## config.mk

```make
export PLATFORM = sky130hd
export DESIGN_NAME = go_back_n_sender_unit
export DESIGN_NICKNAME = d
export VERILOG_FILES = /design/src/rtl/core/gbn_pkg.sv /design/src/rtl/core/gbn_queue.sv /design/src/rtl/core/gbn_front.sv /design/src/rtl/core/gbn_back.sv /design/src/rtl/core/go_back_n_sender_unit.sv
export SDC_FILE = /design/constraint.sdc
export NUM_CORES = 1
export LEC_CHECK = 0
export BUFFER_PORTS_ARGS = -buffer_cell sky130_fd_sc_hd__buf_2
export CAP_MARGIN = 20
export CORE_MARGIN = 4
export CORE_UTILIZATION = 56
export DETAILED_ROUTE_END_ITERATION = 7
export GPL_ROUTABILITY_DRIVEN = 0
export GPL_TIMING_DRIVEN = 1
export PLACE_DENSITY = 0.77
export RECOVER_POWER = 100
export REMOVE_ABC_BUFFERS = 1
export SYNTH_ARGS = -nofsm -noshare
export SYNTH_HDL_FRONTEND = slang
export SYNTH_HIERARCHICAL = 1
export SYNTH_SLANG_ARGS = --single-unit
export TNS_END_PERCENT = 1
```

## constraint.sdc

```tcl
create_clock -name clk -period 8.9 [get_ports clk]
set_clock_uncertainty 0.15 [all_clocks]
set_input_delay 0.445 -clock clk [delete_from_list [all_inputs] [get_ports clk]]
set_output_delay 0.445 -clock clk [all_outputs]
set_load 0.01 [all_outputs]
```

## src/rtl/core/gbn_pkg.sv

```systemverilog
`timescale 1ns / 1ps

package gbn_pkg;

  localparam int TOTAL_W     = 16;
  localparam int WIN_CFG_W   = 6;
  localparam int CFG_IDX_W   = 1;

  localparam logic [TOTAL_W-1:0]   TOTAL_RESET  = 16'd1;
  localparam logic [WIN_CFG_W-1:0] WINDOW_RESET = 6'd4;

  localparam logic [CFG_IDX_W-1:0] CFG_TOTAL  = 1'b0;
  localparam logic [CFG_IDX_W-1:0] CFG_WINDOW = 1'b1;

  localparam logic [1:0] REQ_START   = 2'd0;
  localparam logic [1:0] REQ_ACK     = 2'd1;
  localparam logic [1:0] REQ_TIMEOUT = 2'd2;

  typedef struct packed {
    logic all_acked;
    logic bad_ack;
  } gbn_flags_t;

endpackage

```

## src/rtl/core/gbn_queue.sv

```systemverilog
`timescale 1ns / 1ps

module gbn_queue import gbn_pkg::*; #(
  parameter int W = 36
) (
  input  logic         clk,
  input  logic         rst_n,
  input  logic         wr_en,
  input  logic [W-1:0] wr_data,
  input  logic         rd_en,
  output logic [W-1:0] rd_data,
  output logic         full,
  output logic         valid
);

  logic [W-1:0] mem_r [2];
  logic         wr_ptr_r;
  logic         rd_ptr_r;
  logic [1:0]   cnt_r;
  logic [1:0]   cnt_nxt;

  assign full    = (cnt_r == 2'd2);
  assign valid   = (cnt_r != 2'd0);
  assign rd_data = mem_r[rd_ptr_r];

  always_comb begin
    cnt_nxt = cnt_r;
    if (wr_en && !rd_en) begin
      cnt_nxt = cnt_r + 2'd1;
    end else if (rd_en && !wr_en) begin
      cnt_nxt = cnt_r - 2'd1;
    end
  end

  always_ff @(posedge clk) begin
    if (!rst_n) begin
      wr_ptr_r <= 1'b0;
      rd_ptr_r <= 1'b0;
      cnt_r    <= 2'd0;
    end else begin
      cnt_r <= cnt_nxt;
      if (wr_en) begin
        wr_ptr_r <= ~wr_ptr_r;
      end
      if (rd_en) begin
        rd_ptr_r <= ~rd_ptr_r;
      end
    end
  end

  always_ff @(posedge clk) begin
    if (wr_en) begin
      mem_r[wr_ptr_r] <= wr_data;
    end
  end

endmodule

```

## src/rtl/core/gbn_front.sv

```systemverilog
`timescale 1ns / 1ps

module gbn_front import gbn_pkg::*; #(
  parameter int WINDOW_MAX = 32,
  parameter int SEQ_BITS   = 16,
  localparam int PTR_W     = ((SEQ_BITS > TOTAL_W) ? SEQ_BITS : TOTAL_W) + 1
) (
  input  logic                 clk,
  input  logic                 rst_n,
  input  logic                 cfg_we,
  input  logic [CFG_IDX_W-1:0] cfg_index,
  input  logic [TOTAL_W-1:0]   cfg_data,
  input  logic                 take,
  input  logic [1:0]           req_type,
  input  logic [SEQ_BITS-1:0]  ack_num,
  output logic [PTR_W-1:0]     job_start,
  output logic [PTR_W-1:0]     job_stop,
  output gbn_flags_t           job_flags
);

  localparam int WIN_W = $clog2(WINDOW_MAX + 1);
  localparam int SUM_W = PTR_W + 1;

  logic [TOTAL_W-1:0]   total_r;
  logic [WIN_CFG_W-1:0] window_r;
  logic [PTR_W-1:0]     base_r, base_nxt;
  logic [PTR_W-1:0]     next_r, next_nxt;
  logic [TOTAL_W-1:0]   high_r, high_nxt;

  logic [WIN_W-1:0]     win;
  logic [PTR_W-1:0]     ack_ext;
  logic [PTR_W-1:0]     next_ev;
  logic                 bad;
  logic [SUM_W-1:0]     win_end;
  logic [SUM_W-1:0]     cap;
  logic [SUM_W-1:0]     limit_w;
  logic [PTR_W-1:0]     limit;
  logic                 send;

  always_comb begin
    if (window_r == '0) begin
      win = WIN_W'(1);
    end else if ({1'b0, window_r} > 7'(WINDOW_MAX)) begin
      win = WIN_W'(WINDOW_MAX);
    end else begin
      win = WIN_W'(window_r);
    end
  end

  assign ack_ext = PTR_W'(ack_num);

  always_comb begin
    base_nxt = base_r;
    next_ev  = next_r;
    high_nxt = high_r;
    bad      = 1'b0;
    case (req_type)
      REQ_START: begin
        base_nxt = PTR_W'(1);
        next_ev  = PTR_W'(1);
        high_nxt = '0;
      end
      REQ_ACK: begin
        if (ack_ext >= next_r) begin
          bad = 1'b1;
        end else if (ack_ext >= base_r) begin
          base_nxt = ack_ext + PTR_W'(1);
          high_nxt = ack_ext[TOTAL_W-1:0];
        end
      end
      REQ_TIMEOUT: begin
        next_ev = base_r;
      end
      default: begin
      end
    endcase
  end

  // stop at the window end or one past the last packet, whichever comes first
  assign win_end  = SUM_W'(base_nxt) + SUM_W'(win);
  assign cap      = SUM_W'(total_r) + SUM_W'(1);
  assign limit_w  = (win_end < cap) ? win_end : cap;
  assign limit    = limit_w[PTR_W-1:0];
  assign send     = (next_ev < limit);
  assign next_nxt = send ? limit : next_ev;

  assign job_start           = next_ev;
  assign job_stop            = next_nxt;
  assign job_flags.all_acked = (high_nxt >= total_r);
  assign job_flags.bad_ack   = bad;

  always_ff @(posedge clk) begin
    if (!rst_n) begin
      total_r  <= TOTAL_RESET;
      window_r <= WINDOW_RESET;
      base_r   <= PTR_W'(1);
      next_r   <= PTR_W'(1);
      high_r   <= '0;
    end else begin
      if (cfg_we) begin
        case (cfg_index)
          CFG_TOTAL:  total_r  <= cfg_data;
          CFG_WINDOW: window_r <= cfg_data[WIN_CFG_W-1:0];
          default: begin
          end
        endcase
      end
      if (take) begin
        base_r <= base_nxt;
        next_r <= next_nxt;
        high_r <= high_nxt;
      end
    end
  end

endmodule

```

## src/rtl/core/gbn_back.sv

```systemverilog
`timescale 1ns / 1ps

module gbn_back import gbn_pkg::*; #(
  parameter int SEQ_BITS = 16,
  localparam int PTR_W   = ((SEQ_BITS > TOTAL_W) ? SEQ_BITS : TOTAL_W) + 1
) (
  input  logic                clk,
  input  logic                rst_n,
  input  logic                job_valid,
  input  logic [PTR_W-1:0]    job_start,
  input  logic [PTR_W-1:0]    job_stop,
  input  gbn_flags_t          job_flags,
  output logic                job_take,
  output logic                out_empty,
  input  logic                out_pop,
  output logic [SEQ_BITS-1:0] out_seq_num,
  output logic                out_send_valid,
  output logic                out_last,
  output logic                out_all_acked,
  output logic                out_bad_ack
);

  logic               busy_r;
  logic [PTR_W-1:0]   cur_r;
  logic [PTR_W-1:0]   stop_r;
  gbn_flags_t         flags_r;
  logic [PTR_W-1:0]   cur_inc;
  logic               pop_beat;
  logic               load;

  assign cur_inc        = cur_r + PTR_W'(1);
  assign out_empty      = !busy_r;
  assign out_send_valid = (cur_r != stop_r);
  assign out_last       = !out_send_valid || (cur_inc == stop_r);
  assign out_seq_num    = out_send_valid ? cur_r[SEQ_BITS-1:0] : '0;
  assign out_all_acked  = flags_r.all_acked;
  assign out_bad_ack    = flags_r.bad_ack;

  assign pop_beat = out_pop && busy_r;
  assign load     = !busy_r || (pop_beat && out_last);
  assign job_take = load && job_valid;

  always_ff @(posedge clk) begin
    if (!rst_n) begin
      busy_r <= 1'b0;
    end else if (load) begin
      busy_r <= job_valid;
    end
  end

  always_ff @(posedge clk) begin
    if (job_take) begin
      cur_r   <= job_start;
      stop_r  <= job_stop;
      flags_r <= job_flags;
    end else if (pop_beat) begin
      cur_r <= cur_inc;
    end
  end

  a_cur_below_stop: assert property (@(posedge clk) disable iff (!rst_n)
    busy_r && out_send_valid |-> cur_r < stop_r)
    else $error("send pointer passed its stop");

  a_advance_one: assert property (@(posedge clk) disable iff (!rst_n)
    pop_beat && !out_last |=> busy_r && cur_r == $past(cur_inc))
    else $error("send pointer did not advance by one");

  a_status_is_last: assert property (@(posedge clk) disable iff (!rst_n)
    busy_r && !out_send_valid |-> out_last && out_seq_num == '0)
    else $error("status beat not marked last");

endmodule

```

## src/rtl/core/go_back_n_sender_unit.sv

```systemverilog
`timescale 1ns / 1ps
// channel | ports                                   | beat taken when
// input   | in_push, in_full, in_req_type, in_ack_num | in_push & !in_full
// result  | out_pop, out_empty, out_seq_num, out_send_valid,
//         | out_last, out_all_acked, out_bad_ack      | out_pop & !out_empty
// config  | cfg_valid, cfg_ready, cfg_index, cfg_data | cfg_valid & cfg_ready
//
// Each taken event yields 1 to WINDOW_MAX result beats, one per cycle while
// out_pop is high, paced by the send counter of the back end.
// A two-entry job queue holds events whose beats are not yet started.
// Reset: base and next-to-send are 1, nothing acknowledged, total 1, window 4.
// in_full rises while the job queue is full; out_pop stalls the back end first.

module go_back_n_sender_unit import gbn_pkg::*; #(
  parameter int WINDOW_MAX = 32,
  parameter int SEQ_BITS   = 16
) (
  input  logic                 clk,
  input  logic                 rst_n,
  input  logic                 in_push,
  output logic                 in_full,
  input  logic [1:0]           in_req_type,
  input  logic [SEQ_BITS-1:0]  in_ack_num,
  output logic                 out_empty,
  input  logic                 out_pop,
  output logic [SEQ_BITS-1:0]  out_seq_num,
  output logic                 out_send_valid,
  output logic                 out_last,
  output logic                 out_all_acked,
  output logic                 out_bad_ack,
  input  logic                 cfg_valid,
  output logic                 cfg_ready,
  input  logic [CFG_IDX_W-1:0] cfg_index,
  input  logic [TOTAL_W-1:0]   cfg_data
);

  localparam int PTR_W = ((SEQ_BITS > TOTAL_W) ? SEQ_BITS : TOTAL_W) + 1;
  localparam int JOB_W = $bits(gbn_flags_t) + 2 * PTR_W;

  logic             accept;
  logic [PTR_W-1:0] f_start, f_stop;
  gbn_flags_t       f_flags;
  logic [PTR_W-1:0] b_start, b_stop;
  gbn_flags_t       b_flags;
  logic             q_full, q_valid, q_rd;
  logic [JOB_W-1:0] q_rd_data;

  assign cfg_ready = 1'b1;
  assign in_full   = q_full;
  assign accept    = in_push && !q_full;

  gbn_front #(
    .WINDOW_MAX (WINDOW_MAX),
    .SEQ_BITS   (SEQ_BITS)
  ) u_front (
    .clk       (clk),
    .rst_n     (rst_n),
    .cfg_we    (cfg_valid),
    .cfg_index (cfg_index),
    .cfg_data  (cfg_data),
    .take      (accept),
    .req_type  (in_req_type),
    .ack_num   (in_ack_num),
    .job_start (f_start),
    .job_stop  (f_stop),
    .job_flags (f_flags)
  );

  gbn_queue #(
    .W (JOB_W)
  ) u_queue (
    .clk     (clk),
    .rst_n   (rst_n),
    .wr_en   (accept),
    .wr_data ({f_flags, f_start, f_stop}),
    .rd_en   (q_rd),
    .rd_data (q_rd_data),
    .full    (q_full),
    .valid   (q_valid)
  );

  assign {b_flags, b_start, b_stop} = q_rd_data;

  gbn_back #(
    .SEQ_BITS (SEQ_BITS)
  ) u_back (
    .clk            (clk),
    .rst_n          (rst_n),
    .job_valid      (q_valid),
    .job_start      (b_start),
    .job_stop       (b_stop),
    .job_flags      (b_flags),
    .job_take       (q_rd),
    .out_empty      (out_empty),
    .out_pop        (out_pop),
    .out_seq_num    (out_seq_num),
    .out_send_valid (out_send_valid),
    .out_last       (out_last),
    .out_all_acked  (out_all_acked),
    .out_bad_ack    (out_bad_ack)
  );

endmodule
```

**Yosys cells after proc, flatten, opt, wreduce, memory -nomap -nowiden**

Memories as Yosys holds them, arrays and structs flattened. A register that Yosys moved wholly into a read port is not among the register bits.
Cells that the tools add are included.

- Flip-flop bits (word level): 113
- Memories kept: 1
- Output and inout bits: 23
- Input bits: 40
- Bits in writable memories: 72

Memories:

| name | depth | bits a word | read ports | clocked after memory_dff | wr ports | RTL line | RTL |
|---|---|---|---|---|---|---|---|
| u_queue.mem_r | 2 | 36 | 1 | 1 | 1 | gbn_queue.sv:16 | `logic [W-1:0] mem_r [2];` |

- Mux-type cells: 22
- Bitwise operators: 3
- $lt $le $gt $ge: 6
- $add $sub $neg: 6
- Reduce and logical (&&, ||, !) cells: 20
- Eq/ne operators: 5

Operators by type and width:

| cell | count |
|---|---|
| 17-bit two-way mux | 6 |
| 17-bit case mux with 2 select lines | 2 |
| 16-bit two-way mux | 3 |
| 16-bit by 1-bit adder with 17-bit output, second input constant | 2 |
| 16-bit by 17-bit greater-or-equal comparator with 1-bit output | 2 |
| 16-bit case mux with 2 select lines | 1 |
| 17-bit by 6-bit adder with 18-bit output | 1 |
| 18-bit by 17-bit less-than comparator with 1-bit output | 1 |
| 17-bit by 1-bit adder with 17-bit output, second input constant | 1 |
| 17-bit equality test | 1 |
| 17-bit less-than comparator | 1 |
| 17-bit inequality test | 1 |
| 16-bit greater-or-equal comparator | 1 |
| 6-bit two-way mux | 2 |
| 6-bit > comparator, second input constant | 1 |
| 1-bit logical AND | 6 |
| 6-bit zero test | 1 |
| 1-bit two-way mux | 6 |
| 2-bit nonzero test | 3 |
| 1-bit zero test | 5 |
| 2-bit equality test, second input constant | 2 |
| 2-bit two-way mux | 2 |
| 2-bit AND reduction | 2 |
| 1-bit inverter | 3 |
| 5 further kinds | 6 |

**Logic depth before layout (Yosys ltp)**

- Depth after elaboration: 9
- Mapped depth: 45

**Hierarchy**

The synthesis kept the hierarchy.

By module, submodules not included:

| module | instances | cells each | area each (sq um) |
|---|---|---|---|
| gbn_front | 1 | 869 | 6,742.7 |
| gbn_queue | 1 | 134 | 2,827.7 |
| gbn_back | 1 | 218 | 2,452.4 |
| go_back_n_sender_unit | 1 | 3 | 25.0 |

**Worst setup path before layout**

No wires, ideal clock.

- Path type: in2reg
- From: in in_ack_num[15]
- To: mem u_queue.mem_r[0][2], data pin
- Path buffers: 5
- Slack: -0.757 ns
- Stages: 43
- Data arrival time: 9.249 ns
- Cells stage by stage: ha_1 > nand4b_4 > nor3_2 > or4b_1 > and3_1 > clkbuf_1 > nor3_1 > clkbuf_1 > a22oi_1 > ha_1 > a21o_1 > a21oi_1 > o21bai_1 > a21oi_1 > nor2b_1 > nor2_1 > or2_2 > nor2_1 > [... 7 more ...] > o221ai_1 > a41oi_1 > buf_2 > mux2i_1 > ha_1 > a21o_1 > a21o_1 > a21o_1 > a21o_1 > a21o_1 > a21oi_1 > o221ai_1 > or2_2 > o41ai_4 > buf_6 > buf_4 > nand2_1 > o21a_1

- Cells in the longest elaborated chain, start to end: 9

RTL lines:

| what | RTL line | RTL |
|---|---|---|
| from (decl) | go_back_n_sender_unit.sv:23 | `input logic [SEQ_BITS-1:0] in_ack_num,` |
| 16-bit by 17-bit greater-or-equal comparator with 1-bit output | gbn_front.sv:66 | `end else if (ack_ext >= base_r) begin` |
| 17-bit two-way mux | gbn_front.sv:66 |  |
| 17-bit two-way mux * | gbn_front.sv:64 | `if (ack_ext >= next_r) begin` |
| 17-bit case mux with 2 select lines * | gbn_front.sv:57 | `case (req_type)` |
| via u_front.base_nxt[0] | gbn_front.sv:26 | `logic [PTR_W-1:0] base_r, base_nxt;` |
| 17-bit by 6-bit adder with 18-bit output * | gbn_front.sv:80 | `assign win_end = SUM_W'(base_nxt) + SUM_W'(win);` |
| 18-bit by 17-bit less-than comparator with 1-bit output | gbn_front.sv:82 | `assign limit_w = (win_end < cap) ? win_end : cap;` |
| 17-bit two-way mux * | gbn_front.sv:82 |  |
| 17-bit less-than comparator | gbn_front.sv:84 | `assign send = (next_ev < limit);` |
| 17-bit two-way mux * | gbn_front.sv:85 | `assign next_nxt = send ? limit : next_ev;` |
| via f_stop[2] | go_back_n_sender_unit.sv:41 | `logic [PTR_W-1:0] f_start, f_stop;` |
| to (decl) | gbn_queue.sv:16 |  |

Mark *: on every way through the listed nets, which the timed path passes. The rest lies on a longest branch.

**Final worst setup path**

- From: reg u_front.next_r[15]
- To: reg u_front.next_r[4]

- Cells in the longest elaborated chain, start to end: 8

RTL lines:

| what | RTL line | RTL |
|---|---|---|
| from (decl) | gbn_front.sv:27 | `logic [PTR_W-1:0] next_r, next_nxt;` |
| from (signal assigned) | gbn_front.sv:110 | `next_r <= next_nxt;` |
| 16-bit by 17-bit greater-or-equal comparator with 1-bit output | gbn_front.sv:64 |  |
| 17-bit two-way mux | gbn_front.sv:64 |  |
| 17-bit case mux with 2 select lines | gbn_front.sv:57 |  |
| 17-bit by 6-bit adder with 18-bit output | gbn_front.sv:80 |  |
| 18-bit by 17-bit less-than comparator with 1-bit output | gbn_front.sv:82 |  |
| 17-bit two-way mux | gbn_front.sv:82 |  |
| 17-bit less-than comparator | gbn_front.sv:84 |  |
| 17-bit two-way mux * | gbn_front.sv:85 |  |
| via f_stop[4] | go_back_n_sender_unit.sv:41 |  |

Marks and branches as above.
A chain may end at the register's enable or synchronous reset.

==> results.cfg <==
[pwr]
p_total_mw = 4.11
power.leakage_nw = 5.53
p_per_area_nw_per_um2 = 294
vdd_drop_max_v = 0.000157

[floorplanning]
io-pin-count = 63
chipWidth_um = 155
dieArea_um2 = 23900
start_util_pct = 57.1
fp.dieH_um = 155
coreArea_um2 = 21100
fp-row-count = 53

[logic_synthesis]
yosysWarnings = 6
synth_most_common_cell = nand2_1
synthCells = 1224
synth_seq_cells = 186
yosysTopAreaCell = edfxtp_1
synth_top_cell_area_share_pct = 26.9
synthesis.area_um2 = 12000
synthArstFlopShare_pct = 0
synth_area_leaders = edfxtp_1 (27%), dfxtp_1 (13%), ha_1 (9.3%)
synth_common_cells = nand2_1 (122), edfxtp_1 (108), inv_1 (95)
synth_flop_cell = edfxtp_1
synth_edf_count = 108
ys_seq_area_share_pct = 39.9
syn_area_per_cell_um2 = 9.84
synth_cell_types = 87

[critical_path]
cp_data_arrival_time_ns = 8.97
reg2reg_depth = 35
worstPathRequired_ns = 9.11
cp-start-kind = flip-flop
endpoint_kind = flip-flop
critPathBufInv = 4
crit_fanout = 12
crit_cells = 35
slowest_stage = or4_4
slowest_delay_ns = 0.62
critical_path_class = reg -> reg
worst_path_dominant_cell_family = compound AO/OA/AOI/OAI gates
path_common_cell = a21o_1

[placed_design]
dp_slack_ns = -0.266
place_area_um2 = 13000
dp.cells = 1577
io_buffer_count = 61
dpl.hpwl_um = 22300

[layout]
area_growth_pct = 16.0
fillers = 1636
postLayoutCellArea_um2 = 14000
antenna_cells = 0
final_util_pct = 66.3
final_cells = 1624
final_nets = 1467
layout-drive-gt1-share_pct = 21.9

[drt]
drt-total-wl_um = 31500
postRouteAntennaNets = 0
top_layer = met4
routedWlPerCell_um = 19.4
met2_length_um = 15200
dr.pass1.iters = 5
first_iter_violations = 857
routed-via-count = 9666
via_per_inst = 5.95
m1WireLength_um = 13000
route.met3.wl_um = 2010
remaining_drc_errors = 0

[job]
cap_violations = 4

[global_routing]
grt_max_degree = 64
first_global_vias = 9547
grt_usage_pct = 25.6
grt_pass1_wl_um = 49100
overflow = 0
antenna_found_initial = 0

[clock_tree]
clk_pin_slew_ns = 0.07
cts_tree = built
cts_buffers = 17
cts_buffer_depth = 2
clock_latency_ns = 0.44
cts.sinks = 186
clockRootBuffer = clkbuf_16
cts-htree-levels = 4

[timing]
clock.fmax_mhz = 114
layout_min_cycle_time_ns = 8.76
max-slew-margin-rel_pct = -37.7
setup_tns_ns = 0
hold_viol_final = 0
worstMarginPinSlew_ns = 2.07
finalWorstSetupSlack_ns = 0.136
maxSlewViolCount = 148
holdWs_ns = 0.0868
period_share_pct = 98.5
setup_violations = 0

[status]
status = complete, but fails checks
violations = capacitance limit, slew limit

[min_path]
hold_class = in -> reg
hold_path_depth = 3
==> layout make-up <==
type                            instances  area [µm²]  share of cell area, %
Clock inverter                         14         196                   1.41
Inverter                               95         357                   2.55
Tap cell                              275         344                   2.46
Clock buffer                           18         439                   3.14
Multi-Input combinational cell        884        6850                   49.0
Timing Repair Buffer                  152         975                   6.97
Sequential cell                       186        4820                   34.5
==> layout by cell type (no fill, tap or decap), types with 6 or more instances in the layout <==
master and n:
nor2_1 77, o21a_1 17, nand2b_1 14, a21oi_2 6, and2_1 12, xnor2_1 52, ha_1 84, a211oi_1 15
a21oi_1 47, nor4_1 8, mux2_1 11, nor4_2 8, and2_0 10, dfxtp_1 68, nand4_1 17, or3_1 7
clkbuf_16 18, nand2_1 121, buf_4 79, mux2i_1 44, clkbuf_1 27, nand3_1 37, o21ai_1 8, nor3_1 19
a21boi_0 6, mux2_2 43, o21ai_0 20, and3_1 13, dfxtp_2 10, inv_1 94, a22o_1 14, edfxtp_1 108
a21o_1 19, mux2i_2 11, xor2_1 27, nor2b_1 12, or2_2 6, buf_2 41
==> routing by layer <==
layer | up-vias | track usage [%]
met5 | - | 0
met3 | 83 | 4.59
met1 | 4592 | 33.6
met4 | 0 | 9.25
li1 | 4602 | -
met2 | 389 | 42.7
==> repair_timing <==
action                     in CTS  in global routing
pin swaps                       0                 23
buffers inserted                2                 10
hold buffers                    0                  0
setup endpoints to repair      27                 51
gates cloned                    0                  1
resized for setup               6                 72
==> state kept, by name, indices dropped and copies added, names as in the netlist, named ones only <==
name                  flops
u_back/busy_r             1
u_back/out_bad_ack        1
u_queue/rd_ptr_r          1
u_queue/wr_ptr_r          1
u_back/stop_r            17
u_front/high_r           16
u_front/base_r           17
u_back/out_all_acked      1
u_queue/cnt_r             2
u_queue/mem_r            72
u_front/window_r          6
u_front/total_r          16
u_back/cur_r             17
u_front/next_r           17
==> tightest hold or removal path, delay by kind of cell <==
family	cells	cell delay, ns
AOI/OAI and AO/OA	1	0.05
and+or+nand+nor	1	0.04
buffers and inverters	1	0.10
==> path summary, 6_finish.rpt <==
kind	from	endpoint	slack, ns
worst min-delay path	cfg_data[7]	u_front/total_r[7]$_SDFFE_PN0P_	0.09
worst max register to register	u_front/next_r[15]$_SDFFE_PN0P_	u_front/next_r[4]$_SDFFE_PN0P_	0.14
worst max-delay path	u_front/next_r[15]$_SDFFE_PN0P_	u_front/next_r[4]$_SDFFE_PN0P_	0.14
worst min register to register	u_front/total_r[5]$_SDFFE_PN0P_	u_front/total_r[5]$_SDFFE_PN0P_	0.31
==> logic make-up (layout without fill, tap and decap cells) <==
kind of cell	after synthesis	in the layout	synth area share [%]
other	1	1	0.0311
AND/OR/NAND/NOR	393	393	16.9
flip-flops	186	186	39.9
AO/OA/AOI/OAI	207	207	12.3
buffers and inverters	154	279	5.54
adder cells (fa/ha/maj)	91	91	9.51
multiplexers	110	110	9.82
XOR/XNOR	82	82	5.96
==> where the power goes <==
group / internal [mW] / switching [mW]
Clock: 0.440 / 0.374
Sequential: 1.23 / 0.185
Combinational: 0.886 / 0.999
Total: 2.56 / 1.56
No activity file was read; power rests on OpenSTA's default activity.
